File: src/rtl/cfr_pkg.sv
package cfr_pkg;

  localparam int OPCODE_W = 2;
  localparam int SLOT_W   = 6;
  localparam int PAGE_W   = 20;
  localparam int OWNER_W  = 8;
  localparam int STATUS_W = 2;
  localparam int LIMIT_W  = 7;
  localparam int DATA_W   = PAGE_W + OWNER_W;

  localparam logic [LIMIT_W-1:0] LIMIT_RESET = 7'd64;

  localparam logic [OPCODE_W-1:0] OP_ALLOC = 2'd0;
  localparam logic [OPCODE_W-1:0] OP_FREE  = 2'd1;
  localparam logic [OPCODE_W-1:0] OP_TOUCH = 2'd2;
  localparam logic [OPCODE_W-1:0] OP_PIN   = 2'd3;

  localparam logic [STATUS_W-1:0] STS_OK        = 2'd0;
  localparam logic [STATUS_W-1:0] STS_NO_VICTIM = 2'd1;
  localparam logic [STATUS_W-1:0] STS_BAD_SLOT  = 2'd2;

  typedef enum logic [2:0] {
    S_CLEAR,
    S_IDLE,
    S_OP_RD,
    S_OP_EVAL,
    S_FREE_SCAN,
    S_SWEEP,
    S_RESULT
  } state_t;

  typedef struct packed {
    logic valid;
    logic pinned;
    logic accessed;
  } flags_t;

  typedef struct packed {
    logic clear;
    logic idle;
    logic op_rd;
    logic op_eval;
    logic free_scan;
    logic sweep;
    logic result;
  } cmd_t;

  typedef struct packed {
    logic clear_last;
    logic idx_ok;
    logic free_hit;
    logic free_end;
    logic victim;
    logic sweep_end;
    logic out_free;
  } stat_t;

endpackage

File: src/rtl/cfr_ram.sv
module cfr_ram #(
  parameter int WIDTH = 8,
  parameter int DEPTH = 64
) (
  input  logic                     clk,
  input  logic                     wr_en,
  input  logic [$clog2(DEPTH)-1:0] wr_addr,
  input  logic [WIDTH-1:0]         wr_data,
  input  logic [$clog2(DEPTH)-1:0] rd_addr,
  output logic [WIDTH-1:0]         rd_data
);

  logic [WIDTH-1:0] mem_r [DEPTH];
  logic [WIDTH-1:0] rd_data_r;

  always_ff @(posedge clk) begin
    if (wr_en) begin
      mem_r[wr_addr] <= wr_data;
    end
    rd_data_r <= mem_r[rd_addr];
  end

  assign rd_data = rd_data_r;

endmodule

File: src/rtl/cfr_ctrl.sv
module cfr_ctrl (
  input  logic                          clk,
  input  logic                          rst_n,
  input  logic                          in_valid,
  input  logic [cfr_pkg::OPCODE_W-1:0]  in_opcode,
  input  cfr_pkg::stat_t                stat,
  output cfr_pkg::cmd_t                 cmd,
  output logic                          in_stall
);

  import cfr_pkg::*;

  state_t state_r;
  state_t state_nxt;

  always_ff @(posedge clk) begin
    if (!rst_n) begin
      state_r <= S_CLEAR;
    end else begin
      state_r <= state_nxt;
    end
  end

  always_comb begin
    state_nxt = state_r;
    unique case (state_r)
      S_CLEAR: begin
        if (stat.clear_last) state_nxt = S_IDLE;
      end
      S_IDLE: begin
        if (in_valid) state_nxt = (in_opcode == OP_ALLOC) ? S_FREE_SCAN : S_OP_RD;
      end
      S_OP_RD: begin
        state_nxt = stat.idx_ok ? S_OP_EVAL : S_RESULT;
      end
      S_OP_EVAL: begin
        state_nxt = S_RESULT;
      end
      S_FREE_SCAN: begin
        priority if (stat.free_hit) state_nxt = S_RESULT;
        else if (stat.free_end) state_nxt = S_SWEEP;
        else state_nxt = S_FREE_SCAN;
      end
      S_SWEEP: begin
        if (stat.victim || stat.sweep_end) state_nxt = S_RESULT;
      end
      S_RESULT: begin
        if (stat.out_free) state_nxt = S_IDLE;
      end
      default: state_nxt = S_CLEAR;
    endcase
  end

  always_comb begin
    cmd           = '0;
    cmd.clear     = (state_r == S_CLEAR);
    cmd.idle      = (state_r == S_IDLE);
    cmd.op_rd     = (state_r == S_OP_RD);
    cmd.op_eval   = (state_r == S_OP_EVAL);
    cmd.free_scan = (state_r == S_FREE_SCAN);
    cmd.sweep     = (state_r == S_SWEEP);
    cmd.result    = (state_r == S_RESULT);
    in_stall      = (state_r != S_IDLE);
  end

endmodule

File: src/rtl/cfr_dp.sv
module cfr_dp #(
  parameter int FRAME_SLOTS = 64
) (
  input  logic                          clk,
  input  logic                          rst_n,
  input  cfr_pkg::cmd_t                 cmd,
  output cfr_pkg::stat_t                stat,
  input  logic                          in_valid,
  input  logic [cfr_pkg::OPCODE_W-1:0]  in_opcode,
  input  logic [cfr_pkg::SLOT_W-1:0]    in_slot_index,
  input  logic [cfr_pkg::PAGE_W-1:0]    in_user_page,
  input  logic [cfr_pkg::OWNER_W-1:0]   in_owner_id,
  input  logic                          in_pin_value,
  input  logic                          cfg_wr_en,
  input  logic [cfr_pkg::LIMIT_W-1:0]   cfg_wr_data,
  output logic                          out_valid,
  input  logic                          out_stall,
  output logic [cfr_pkg::STATUS_W-1:0]  out_status,
  output logic [cfr_pkg::SLOT_W-1:0]    out_granted_slot,
  output logic                          out_evicted,
  output logic [cfr_pkg::PAGE_W-1:0]    out_victim_page,
  output logic [cfr_pkg::OWNER_W-1:0]   out_victim_owner
);

  import cfr_pkg::*;

  localparam int AW    = $clog2(FRAME_SLOTS);
  localparam int IW    = (AW > SLOT_W) ? AW : SLOT_W;
  localparam int XW    = (AW > LIMIT_W) ? AW : LIMIT_W;
  localparam int TOTAL = 2 * FRAME_SLOTS + 1;
  localparam int SW    = $clog2(TOTAL + 1);

  localparam logic [AW-1:0] LAST_SLOT = AW'(FRAME_SLOTS - 1);
  localparam logic [SW-1:0] STEP_MAX  = SW'(TOTAL);

  logic [LIMIT_W-1:0]  frame_limit_r;
  logic [LIMIT_W-1:0]  lim;

  logic [OPCODE_W-1:0] req_op_r;
  logic [SLOT_W-1:0]   req_idx_r;
  logic [PAGE_W-1:0]   req_page_r;
  logic [OWNER_W-1:0]  req_owner_r;
  logic                req_pin_r;

  logic [AW-1:0]       hand_r, hand_nxt;
  logic [AW-1:0]       iss_ptr_r, iss_ptr_nxt;
  logic [AW-1:0]       clr_cnt_r;
  logic [LIMIT_W-1:0]  scan_cnt_r, scan_cnt_nxt;
  logic [SW-1:0]       steps_r, steps_nxt;
  logic                rd_pend_r;
  logic [AW-1:0]       rd_addr_q_r;

  logic [STATUS_W-1:0] res_status_r, res_status_nxt;
  logic [SLOT_W-1:0]   res_slot_r, res_slot_nxt;
  logic                res_evicted_r, res_evicted_nxt;
  logic [PAGE_W-1:0]   res_page_r, res_page_nxt;
  logic [OWNER_W-1:0]  res_owner_r, res_owner_nxt;
  logic                res_load;

  logic                out_valid_r;
  logic [STATUS_W-1:0] out_status_r;
  logic [SLOT_W-1:0]   out_slot_r;
  logic                out_evicted_r;
  logic [PAGE_W-1:0]   out_page_r;
  logic [OWNER_W-1:0]  out_owner_r;

  logic                rd_en;
  logic [AW-1:0]       rd_addr;
  logic                fl_we, dt_we;
  logic [AW-1:0]       wr_addr;
  flags_t              fl_wr, fl_rd;
  logic [DATA_W-1:0]   dt_wr, dt_rd;

  logic [IW-1:0]       idx_ext, pend_ext;
  logic [XW-1:0]       scan_ext;
  logic [AW-1:0]       idx_addr, scan_addr, sweep_base, sweep_addr;
  logic [SLOT_W-1:0]   pend_slot;
  logic                idx_ok, free_hit, free_end, victim, second, sweep_end, out_free;

  flags_t              map_flags;

  cfr_ram #(.WIDTH($bits(flags_t)), .DEPTH(FRAME_SLOTS)) u_flags (
    .clk     (clk),
    .wr_en   (fl_we),
    .wr_addr (wr_addr),
    .wr_data (fl_wr),
    .rd_addr (rd_addr),
    .rd_data (fl_rd)
  );

  cfr_ram #(.WIDTH(DATA_W), .DEPTH(FRAME_SLOTS)) u_data (
    .clk     (clk),
    .wr_en   (dt_we),
    .wr_addr (wr_addr),
    .wr_data (dt_wr),
    .rd_addr (rd_addr),
    .rd_data (dt_rd)
  );

  always_comb begin
    if (32'(frame_limit_r) < FRAME_SLOTS) begin
      lim = frame_limit_r;
    end else begin
      lim = LIMIT_W'(FRAME_SLOTS);
    end
  end

  assign idx_ext    = IW'(req_idx_r);
  assign idx_addr   = idx_ext[AW-1:0];
  assign idx_ok     = 32'(req_idx_r) < FRAME_SLOTS;
  assign scan_ext   = XW'(scan_cnt_r);
  assign scan_addr  = scan_ext[AW-1:0];
  assign pend_ext   = IW'(rd_addr_q_r);
  assign pend_slot  = pend_ext[SLOT_W-1:0];
  assign sweep_base = (steps_r == '0) ? hand_r : iss_ptr_r;
  assign sweep_addr = (sweep_base == LAST_SLOT) ? '0 : sweep_base + 1'b1;

  assign free_hit  = rd_pend_r && !fl_rd.valid;
  assign free_end  = (scan_cnt_r == lim);
  assign victim    = rd_pend_r && fl_rd.valid && !fl_rd.pinned && !fl_rd.accessed;
  assign second    = rd_pend_r && fl_rd.valid && !fl_rd.pinned && fl_rd.accessed;
  assign sweep_end = (steps_r == STEP_MAX);
  assign out_free  = !out_valid_r || !out_stall;

  assign map_flags = '{valid: 1'b1, pinned: 1'b1, accessed: 1'b0};

  always_comb begin
    stat            = '0;
    stat.clear_last = (clr_cnt_r == LAST_SLOT);
    stat.idx_ok     = idx_ok;
    stat.free_hit   = free_hit;
    stat.free_end   = free_end;
    stat.victim     = victim;
    stat.sweep_end  = sweep_end;
    stat.out_free   = out_free;
  end

  always_comb begin
    rd_en           = 1'b0;
    rd_addr         = idx_addr;
    fl_we           = 1'b0;
    dt_we           = 1'b0;
    wr_addr         = rd_addr_q_r;
    fl_wr           = map_flags;
    dt_wr           = {req_page_r, req_owner_r};
    hand_nxt        = hand_r;
    iss_ptr_nxt     = iss_ptr_r;
    scan_cnt_nxt    = scan_cnt_r;
    steps_nxt       = steps_r;
    res_load        = 1'b0;
    res_status_nxt  = STS_OK;
    res_slot_nxt    = req_idx_r;
    res_evicted_nxt = 1'b0;
    res_page_nxt    = '0;
    res_owner_nxt   = '0;

    if (cmd.clear) begin
      fl_we   = 1'b1;
      wr_addr = clr_cnt_r;
      fl_wr   = '0;
    end else if (cmd.idle) begin
      scan_cnt_nxt = '0;
      steps_nxt    = '0;
    end else if (cmd.op_rd) begin
      if (idx_ok) begin
        rd_en   = 1'b1;
        rd_addr = idx_addr;
      end else begin
        res_load       = 1'b1;
        res_status_nxt = STS_BAD_SLOT;
      end
    end else if (cmd.op_eval) begin
      res_load = 1'b1;
      wr_addr  = idx_addr;
      fl_wr    = fl_rd;
      if (!fl_rd.valid) begin
        res_status_nxt = STS_BAD_SLOT;
      end else begin
        fl_we = 1'b1;
        unique case (req_op_r)
          OP_FREE:  fl_wr          = '0;
          OP_TOUCH: fl_wr.accessed = 1'b1;
          OP_PIN:   fl_wr.pinned   = req_pin_r;
          OP_ALLOC: fl_we          = 1'b0;
        endcase
      end
    end else if (cmd.free_scan) begin
      if (free_hit) begin
        fl_we        = 1'b1;
        dt_we        = 1'b1;
        res_load     = 1'b1;
        res_slot_nxt = pend_slot;
      end else if (!free_end) begin
        rd_en        = 1'b1;
        rd_addr      = scan_addr;
        scan_cnt_nxt = scan_cnt_r + 1'b1;
      end
    end else if (cmd.sweep) begin
      if (rd_pend_r) begin
        hand_nxt = rd_addr_q_r;
      end
      priority if (victim) begin
        fl_we           = 1'b1;
        dt_we           = 1'b1;
        res_load        = 1'b1;
        res_slot_nxt    = pend_slot;
        res_evicted_nxt = 1'b1;
        res_page_nxt    = dt_rd[DATA_W-1:OWNER_W];
        res_owner_nxt   = dt_rd[OWNER_W-1:0];
      end else begin
        if (second) begin
          fl_we          = 1'b1;
          fl_wr          = fl_rd;
          fl_wr.accessed = 1'b0;
        end
        if (sweep_end) begin
          res_load       = 1'b1;
          res_status_nxt = STS_NO_VICTIM;
          res_slot_nxt   = '0;
        end else begin
          rd_en       = 1'b1;
          rd_addr     = sweep_addr;
          iss_ptr_nxt = sweep_addr;
          steps_nxt   = steps_r + 1'b1;
        end
      end
    end
  end

  always_ff @(posedge clk) begin
    if (!rst_n) begin
      frame_limit_r <= LIMIT_RESET;
      hand_r        <= LAST_SLOT;
      clr_cnt_r     <= '0;
      rd_pend_r     <= 1'b0;
      out_valid_r   <= 1'b0;
    end else begin
      if (cfg_wr_en) frame_limit_r <= cfg_wr_data;
      hand_r    <= hand_nxt;
      rd_pend_r <= rd_en;
      if (cmd.clear) clr_cnt_r <= clr_cnt_r + 1'b1;
      if (cmd.result && out_free) begin
        out_valid_r <= 1'b1;
      end else if (!out_stall) begin
        out_valid_r <= 1'b0;
      end
    end
  end

  always_ff @(posedge clk) begin
    rd_addr_q_r <= rd_addr;
    iss_ptr_r   <= iss_ptr_nxt;
    scan_cnt_r  <= scan_cnt_nxt;
    steps_r     <= steps_nxt;
    if (cmd.idle && in_valid) begin
      req_op_r    <= in_opcode;
      req_idx_r   <= in_slot_index;
      req_page_r  <= in_user_page;
      req_owner_r <= in_owner_id;
      req_pin_r   <= in_pin_value;
    end
    if (res_load) begin
      res_status_r  <= res_status_nxt;
      res_slot_r    <= res_slot_nxt;
      res_evicted_r <= res_evicted_nxt;
      res_page_r    <= res_page_nxt;
      res_owner_r   <= res_owner_nxt;
    end
    if (cmd.result && out_free) begin
      out_status_r  <= res_status_r;
      out_slot_r    <= res_slot_r;
      out_evicted_r <= res_evicted_r;
      out_page_r    <= res_page_r;
      out_owner_r   <= res_owner_r;
    end
  end

  assign out_valid        = out_valid_r;
  assign out_status       = out_status_r;
  assign out_granted_slot = out_slot_r;
  assign out_evicted      = out_evicted_r;
  assign out_victim_page  = out_page_r;
  assign out_victim_owner = out_owner_r;

endmodule

File: src/rtl/clock_frame_replacement.sv
// Free, touch and pin read the slot's flags (S_OP_RD), check and update them (S_OP_EVAL),
// then report (S_RESULT); a slot outside the table goes from S_OP_RD straight to S_RESULT.
// Allocate reads one slot per cycle: a free scan of min(frame_limit, FRAME_SLOTS) slots, then a
// sweep of up to 2*FRAME_SLOTS+1. One request at a time: the controller is back in idle in the
// same cycle that out_valid rises, so the next can be accepted while out_stall holds the result.
// Synchronous reset, then a clearing pass over all FRAME_SLOTS slots with in_stall high.
module clock_frame_replacement #(
  parameter int FRAME_SLOTS = 64
) (
  input  logic                          clk,
  input  logic                          rst_n,
  input  logic                          in_valid,
  output logic                          in_stall,
  input  logic [cfr_pkg::OPCODE_W-1:0]  in_opcode,
  input  logic [cfr_pkg::SLOT_W-1:0]    in_slot_index,
  input  logic [cfr_pkg::PAGE_W-1:0]    in_user_page,
  input  logic [cfr_pkg::OWNER_W-1:0]   in_owner_id,
  input  logic                          in_pin_value,
  output logic                          out_valid,
  input  logic                          out_stall,
  output logic [cfr_pkg::STATUS_W-1:0]  out_status,
  output logic [cfr_pkg::SLOT_W-1:0]    out_granted_slot,
  output logic                          out_evicted,
  output logic [cfr_pkg::PAGE_W-1:0]    out_victim_page,
  output logic [cfr_pkg::OWNER_W-1:0]   out_victim_owner,
  input  logic                          cfg_wr_en,
  input  logic [cfr_pkg::LIMIT_W-1:0]   cfg_wr_data
);

  import cfr_pkg::*;

  cmd_t  cmd;
  stat_t stat;

  cfr_ctrl u_ctrl (
    .clk       (clk),
    .rst_n     (rst_n),
    .in_valid  (in_valid),
    .in_opcode (in_opcode),
    .stat      (stat),
    .cmd       (cmd),
    .in_stall  (in_stall)
  );

  cfr_dp #(.FRAME_SLOTS(FRAME_SLOTS)) u_dp (
    .clk              (clk),
    .rst_n            (rst_n),
    .cmd              (cmd),
    .stat             (stat),
    .in_valid         (in_valid),
    .in_opcode        (in_opcode),
    .in_slot_index    (in_slot_index),
    .in_user_page     (in_user_page),
    .in_owner_id      (in_owner_id),
    .in_pin_value     (in_pin_value),
    .cfg_wr_en        (cfg_wr_en),
    .cfg_wr_data      (cfg_wr_data),
    .out_valid        (out_valid),
    .out_stall        (out_stall),
    .out_status       (out_status),
    .out_granted_slot (out_granted_slot),
    .out_evicted      (out_evicted),
    .out_victim_page  (out_victim_page),
    .out_victim_owner (out_victim_owner)
  );

`ifndef NO_ASSERTIONS
  a_one_request: assert property (@(posedge clk) disable iff (!rst_n)
    in_valid && !in_stall |=> in_stall)
    else $error("request accepted while another is in progress");

  a_result_load: assert property (@(posedge clk) disable iff (!rst_n)
    cmd.result && stat.out_free |=> out_valid && cmd.idle)
    else $error("finished result not moved to the output");

  a_rise_from_result: assert property (@(posedge clk) disable iff (!rst_n)
    $rose(out_valid) |-> $past(cmd.result))
    else $error("output raised without a finished request");

  a_no_victim_fields: assert property (@(posedge clk) disable iff (!rst_n)
    out_valid && out_status == STS_NO_VICTIM |-> !out_evicted && out_granted_slot == '0)
    else $error("failed allocate reports a slot");
`endif

endmodule

File: config.mk
export PLATFORM = sky130hd
export DESIGN_NAME = clock_frame_replacement
export DESIGN_NICKNAME = d
export VERILOG_FILES = /design/src/rtl/cfr_pkg.sv /design/src/rtl/cfr_ram.sv /design/src/rtl/cfr_ctrl.sv /design/src/rtl/cfr_dp.sv /design/src/rtl/clock_frame_replacement.sv
export SDC_FILE = /design/constraint.sdc
export NUM_CORES = 2
export LEC_CHECK = 0
export BUFFER_PORTS_ARGS = -buffer_cell sky130_fd_sc_hd__buf_2
export CAP_MARGIN = 10
export CORE_MARGIN = 10
export CORE_UTILIZATION = 27
export CTS_CLUSTER_DIAMETER = 30
export DETAILED_ROUTE_END_ITERATION = 10
export HOLD_SLACK_MARGIN = 0.05
export PLACE_DENSITY = 0.43
export SYNTH_ARGS = -nofsm -noshare
export SYNTH_HDL_FRONTEND = slang
export SYNTH_SLANG_ARGS = --single-unit
export TNS_END_PERCENT = 20
File: constraint.sdc
create_clock -name clk -period 10.15 [get_ports clk]
set_clock_uncertainty 0.15 [all_clocks]
set_input_delay 0.5075 -clock clk [delete_from_list [all_inputs] [get_ports clk]]
set_output_delay 0.5075 -clock clk [all_outputs]
set_load 0.005 [all_outputs]
## Word level (Yosys, flattened, before mapping)

Memory sizes are Yosys's and may differ from the RTL's. A register that Yosys moved wholly into a read port is not among the register bits.
Cells that the tools add are included.
Widths: inputs -> output; s select.

- $add $sub $neg: 4
- Order comparisons: 1
- Equal/unequal tests: 26
- Mux-type cells: 103
- Bitwise gates (word level): 9
- Reductions and logical operators: 29

Operators by type and width:

| cell | number |
|---|---|
| $mux 6 | 25 |
| $mux 8 | 6 |
| $mux 3 | 15 |
| $mux 1 | 43 |
| $mux 7 | 6 |
| $pmux 3 s7 | 1 |
| $ne 2x1->1 const B | 10 |
| $reduce_and 7->1 | 2 |
| $add 6x1->6 const B | 2 |
| $eq 6x6->1 const B | 2 |
| $mux 2 | 5 |
| $eq 3x3->1 const B | 3 |
| $not 1->1 | 9 |
| $add 8x1->8 const B | 1 |
| $eq 8x8->1 const B | 1 |
| $logic_not 8->1 | 1 |
| $reduce_and 8->1 | 1 |
| $add 7x1->7 const B | 1 |
| $eq 7x7->1 | 1 |
| $logic_and 1x1->1 | 7 |
| $lt 7x7->1 const B | 1 |
| $reduce_or 7->1 | 1 |
| $eq 3x2->1 const B | 2 |
| $reduce_and 6->1 | 1 |
| 14 further kinds | 25 |

- Bits in registers: 162
- Memory bits (writable): 1984
- Input bits: 49
- Output and inout bits: 39
- Word-level logic and storage cells: 199
- Memories: 2

Memory list:

| memory | words | width | rd ports | clocked after memory_dff | write ports | line | source |
|---|---|---|---|---|---|---|---|
| u_dp.u_data.mem_r | 64 | 28 | 1 | 1 | 1 | cfr_ram.sv:13 | `logic [WIDTH-1:0] mem_r [DEPTH];` |
| u_dp.u_flags.mem_r | 64 | 3 | 1 | 1 | 1 | cfr_ram.sv:13 |  |

## Depth between registers and ports, before layout

- Depth in word-level cells: 13
- Mapped depth: 20
- Gate-level depth less buffers: 17

## Modules after synthesis

From an unflattened synthesis, not the netlist that was laid out.

- Cells, all modules: 4036
- Area total of the unflattened synthesis: 83847.9 µm²

By module, submodules not included:

| module | instances | cells each | area each (µm²) | sequential area each (µm²) |
|---|---|---|---|---|
| cfr_ram at u_dp.u_data | 1 | 3082 | 69105.0 | 54372.1 |
| cfr_ram at u_dp.u_flags | 1 | 432 | 7915.1 | 5825.6 |
| cfr_dp | 1 | 480 | 6545.0 | 4504.3 |
| cfr_ctrl | 1 | 42 | 282.8 | 60.1 |

## Worst setup path after synthesis

No wires, ideal clock.

- Path kind: register -> register
- Start point: register u_dp.steps_r[0]
- End point: register u_dp.u_data.rd_data_r[27], in the netlist u_dp.u_data.rd_data[27], read port of u_dp.u_data.mem_r
- Setup time: 0.120 ns
- Data arrival time: 4.057 ns
- Data required time: 9.880 ns
- Setup slack: 5.823 ns
- Stages on the path, launching flop included: 20
- Buffers on the path: 4
- Clock period less this slack: 4.327 ns
- Cells stage by stage: edfxtp_1 > inv_1 > ha_1 > or4b_1 > nor2_2 > nand2_1 > nand2_1 > ha_1 > clkbuf_1 > a31oi_1 > mux2_2 > o32a_1 > nand2_1 > buf_2 > buf_2 > buf_2 > mux4_2 > a22oi_1 > nand4_1 > or2_1

- Cells in the longest elaborated chain, start to end: 12
- Elaborated cells on any way between the ends: 14
- Classes of those cells: add/sub (1); eq/ne (2); mux (10); reduce/logical (1)

Ends and longest elaborated chain:

| element | line | source |
|---|---|---|
| start, declared | cfr_dp.sv:49 | `logic [SW-1:0] steps_r, steps_nxt;` |
| start signal, assigned | cfr_dp.sv:254 | `steps_r <= steps_nxt;` |
| $logic_not 8->1 (*) | cfr_dp.sv:115 | `assign sweep_base = (steps_r == '0) ? hand_r : iss_ptr_r;` |
| $mux 6 (*) | cfr_dp.sv:115 |  |
| $add 6x1->6 / $eq 6x6->1 (equally long branches) | cfr_dp.sv:116 | `assign sweep_addr = (sweep_base == LAST_SLOT) ? '0 : sweep_base + 1'b1;` |
| $mux 6 (*) | cfr_dp.sv:116 |  |
| net u_dp.sweep_addr[0] | cfr_dp.sv:76 | `logic [AW-1:0] idx_addr, scan_addr, sweep_base, sweep_addr;` |
| $mux 6 (*) | cfr_dp.sv:216 | `if (sweep_end) begin` |
| $mux 6 (*) | cfr_dp.sv:202 | `priority if (victim) begin` |
| $mux 6 (*) | cfr_dp.sv:198 | `end else if (cmd.sweep) begin` |
| $mux 6 (*) | cfr_dp.sv:187 | `end else if (cmd.free_scan) begin` |
| $mux 6 (*) | cfr_dp.sv:172 | `end else if (cmd.op_eval) begin` |
| $mux 6 (*) | cfr_dp.sv:164 | `end else if (cmd.op_rd) begin` |
| $mux 6 (*) | cfr_dp.sv:161 | `end else if (cmd.idle) begin` |
| $mux 6 (*) | cfr_dp.sv:157 | `if (cmd.clear) begin` |
| end, declared | cfr_ram.sv:14 | `logic [WIDTH-1:0] rd_data_r;` |

The timed path passes the listed nets; every way through them passes the cells marked *.
A chain may end at the register's enable or synchronous reset.

## Worst setup path in the final report

- Start point: register u_dp.steps_r[0]
- End point: register u_dp.u_data.rd_data_r[18], in the netlist u_dp.u_data.rd_data[18], read port of u_dp.u_data.mem_r

The elaborated chain is that of the path after synthesis.

==> impl_metrics.ini <==
[global_routing]
grt_busiest_layer = met2
grt_pass1_wl_um = 351700
grt_pass1_vias = 44250
grt_remaining_overflow = 0
use_met2_pct = 23.68
gr-usage-met3_pct = 4.227
track_usage_pct = 15.20
grt_start_max_net_pins = 107
antenna_found_initial = 24
grt.met1_usage_pct = 20.72

[setup_path]
crit_slowest_cell = buf_4
critPathBufInv = 3
cpPeakStageDelay_ps = 840
crit_chain = inv_1 -> ha_1 -> nor4b_1 -> nand2_1 -> nand2_1 -> nand2_1 -> ha_1 -> o31ai_1 -> a221oi_4 -> buf_4 -> buf_4 -> mux4_2 -> a22oi_1 -> nand4_1 -> or2_1
critical_path.max_fanout = 56
arrival_ps = 7300
crit_top_cell = nand2_1
critPathRequiredTime_ps = 10750
endpoint_kind = register
path_class = reg2reg
regToRegSetupSlack_ps = 3450
path_delay_family = simple AND/OR/NAND/NOR gates
cp-start-kind = register

[clock_tree]
cts-htree-levels = 5
post_cts_buffers = 0
cts.sinks = 2177
cts_resized = 0
clockBufferDepth = 4
clockRootBuffer = clkbuf_16
cts_buffers = 460
cts_tree = yes
path_clk_slew_ps = 50
clkLatencyLatePin_ps = 890

[sta]
finalSetupViolCount = 0
max-slew-margin-rel_pct = 21.93
worst_pin_slew_ps = 1168
finalHoldViolations = 0
fmax_mhz = 149.3
rsz0062_at_grt = false
min_period_ps = 6699
finalSetupTns_ps = 0
fin_crit_sh_pct = 66.00
slew_viol_final = 0

[finish]
drive_above_1_share_pct = 33.76
nets = 4362
post-route-util_pct = 34.82
final_cell_mix = edfxtp_1, mux4_2, clkbuf_16, a22oi_1, buf_4
final_common_cell = edfxtp_1
area_growth_syn_to_layout_pct = 28.37

[logic_synthesis]
synth_area_leaders = edfxtp_1, mux4_2, a22oi_1
netlist_area_mm2 = 0.08214
ys.flop_type = edfxtp_1
synth_edf_count = 2116
seq_area_frac_synth_pct = 78.85
synth_top_cell_by_area = edfxtp_1
ys_seq_elements = 2177
synthCells = 3726
syn_area_per_cell_um2 = 22.04
ys_types = 62
synth_top_area_share_pct = 77.36
synth_warnings = 0
syn-num-nets = 3785
postSynth.asyncResetShare_pct = 0

[placed_design]
io_buffers = 87
dp_hpwl_um = 127700
finalWeightedCongestion = 0.7361

[pwr]
power_leakage_nw = 33.38
peakVddDrop_mv = 0.1515
p_per_area_mw_per_mm2 = 239.0

[route]
vias_per_cell = 4.838
totalWireLength_um = 254900
drtAntennaViolNets = 0
drtIter0Drc = 3932
avgRoutedWirePerCell_um = 29.32
drc = 0
first_pass_iters = 5
via_count = 42050

[die]
pin_count = 88
initial_core_util_pct = 27.13
core-area_mm2 = 0.3028
die-area_mm2 = 0.3267
die_w_um = 571.6
die_y_um = 571.6
rows = 202

[status]
outcome = finished, final reports clean

[worst_hold_path]
hold_class = in2reg

[flow_run]
cap_violations = 0
-- what timing repair did --
action	CTS	global route
hold buffers	62	0
hold endpoints to repair	61	0
endpoints found under the setup margin	0	0
-- synthesized netlist by cell type, drive strengths merged (14+ instances only) --
master and count:
inv 14, o21ai 18, nor2b 21, edfxtp 2116, and2 38, or2 34
nand2 51, a22oi 248, nor4 20, clkbuf 113, nand3 48, mux2i 16
a21oi 16, dfxtp 61, mux4 496, nand4 77, nor2 161, buf 68
-- cell type report --
class	count	area (µm²)
inverter	14	52.55
fill	28030	197300
tap	3978	4977
antenna	20	50.05
sequential	2177	64760
multi-input combinational	1354	17230
clock buffer	521	12000
clock inverter	333	4123
timing repair buffer	296	2247
-- registers in the layout, summed over array words and instances (netlist names), 8 cells and up --
register / cells
u_dp.out_victim_owner: 8
u_dp.u_flags.mem_r: 192
u_dp.steps_r: 8
u_dp.out_victim_page: 20
u_dp.req_owner_r: 8
u_dp.u_data.mem_r: 1792
u_dp.u_data.rd_data: 28
u_dp.req_page_r: 20
u_dp.res_owner_r: 8
u_dp.res_page_r: 20
-- final timing paths --
check | start | to | cells past startpoint
worst max-delay path | u_dp.steps_r[0]$_SDFFCE_PP0P_ | u_dp.u_data.rd_data[18]$_DFF_P_ | 15
worst min-delay path | in_slot_index[5] | u_dp.idx_addr[5]$_DFFE_PP_ | 2
worst max register to register | u_dp.steps_r[0]$_SDFFCE_PP0P_ | u_dp.u_data.rd_data[18]$_DFF_P_ | 15
worst min register to register | u_dp.res_slot_r[0]$_DFFE_PP_ | u_dp.out_granted_slot[0]$_DFFE_PP_ | 0
-- cell families after synthesis --
logic type      Yosys count  share of synthesized area [%]
buf+inv                 195                         0.9963
fa+ha+maj                10                         0.1523
xor+xnor                 21                         0.2239
mux                     513                          13.81
simple gates            485                          3.025
flops                  2177                          78.85
compound gates          325                          2.946
-- routing by layer --
metal  vias up  part of all wire, %
met1     22840                   43
li1      17240                    -
met2      1494                   46
met4        20                  2.7
met5         -                0.048
met3       459                  7.7
-- power breakdown --
group	switching (mW)	internal (mW)	total [mW]
Clock	4.89	10.5	15.4
Combinational	0.0516	0.0335	0.0851
Sequential	0.00446	9.74	9.75
-- worst register-to-register path, stage by stage (launching register included) --
cell and delay, ps:
edfxtp_1 470, inv_1 90, ha_1 150, nor4b_1 410, nand2_1 230, nand2_1 130, nand2_1 70, ha_1 330
o31ai_1 130, a221oi_4 750, buf_4 850, buf_4 900, mux4_2 510, a22oi_1 230, nand4_1 690, or2_1 490
-- stage by stage --
stage	setup WS [ps]	hold WS [ps]	cells	power, mW	area, µm²
2_1_floorplan	5823	250.3	3726	9.932	82140
3_3_place_gp	3334	254.8	7757	9.972	88640
3_5_place_dp	3403	254.5	7757	9.973	88640
4_1_cts	3410	100.5	8673	25.43	105400
5_1_grt	3023	157.1	8674	25.91	105400
6_report	3451	181.8	8693	25.20	105400
Note: power is estimated with default switching activity, not from simulation.
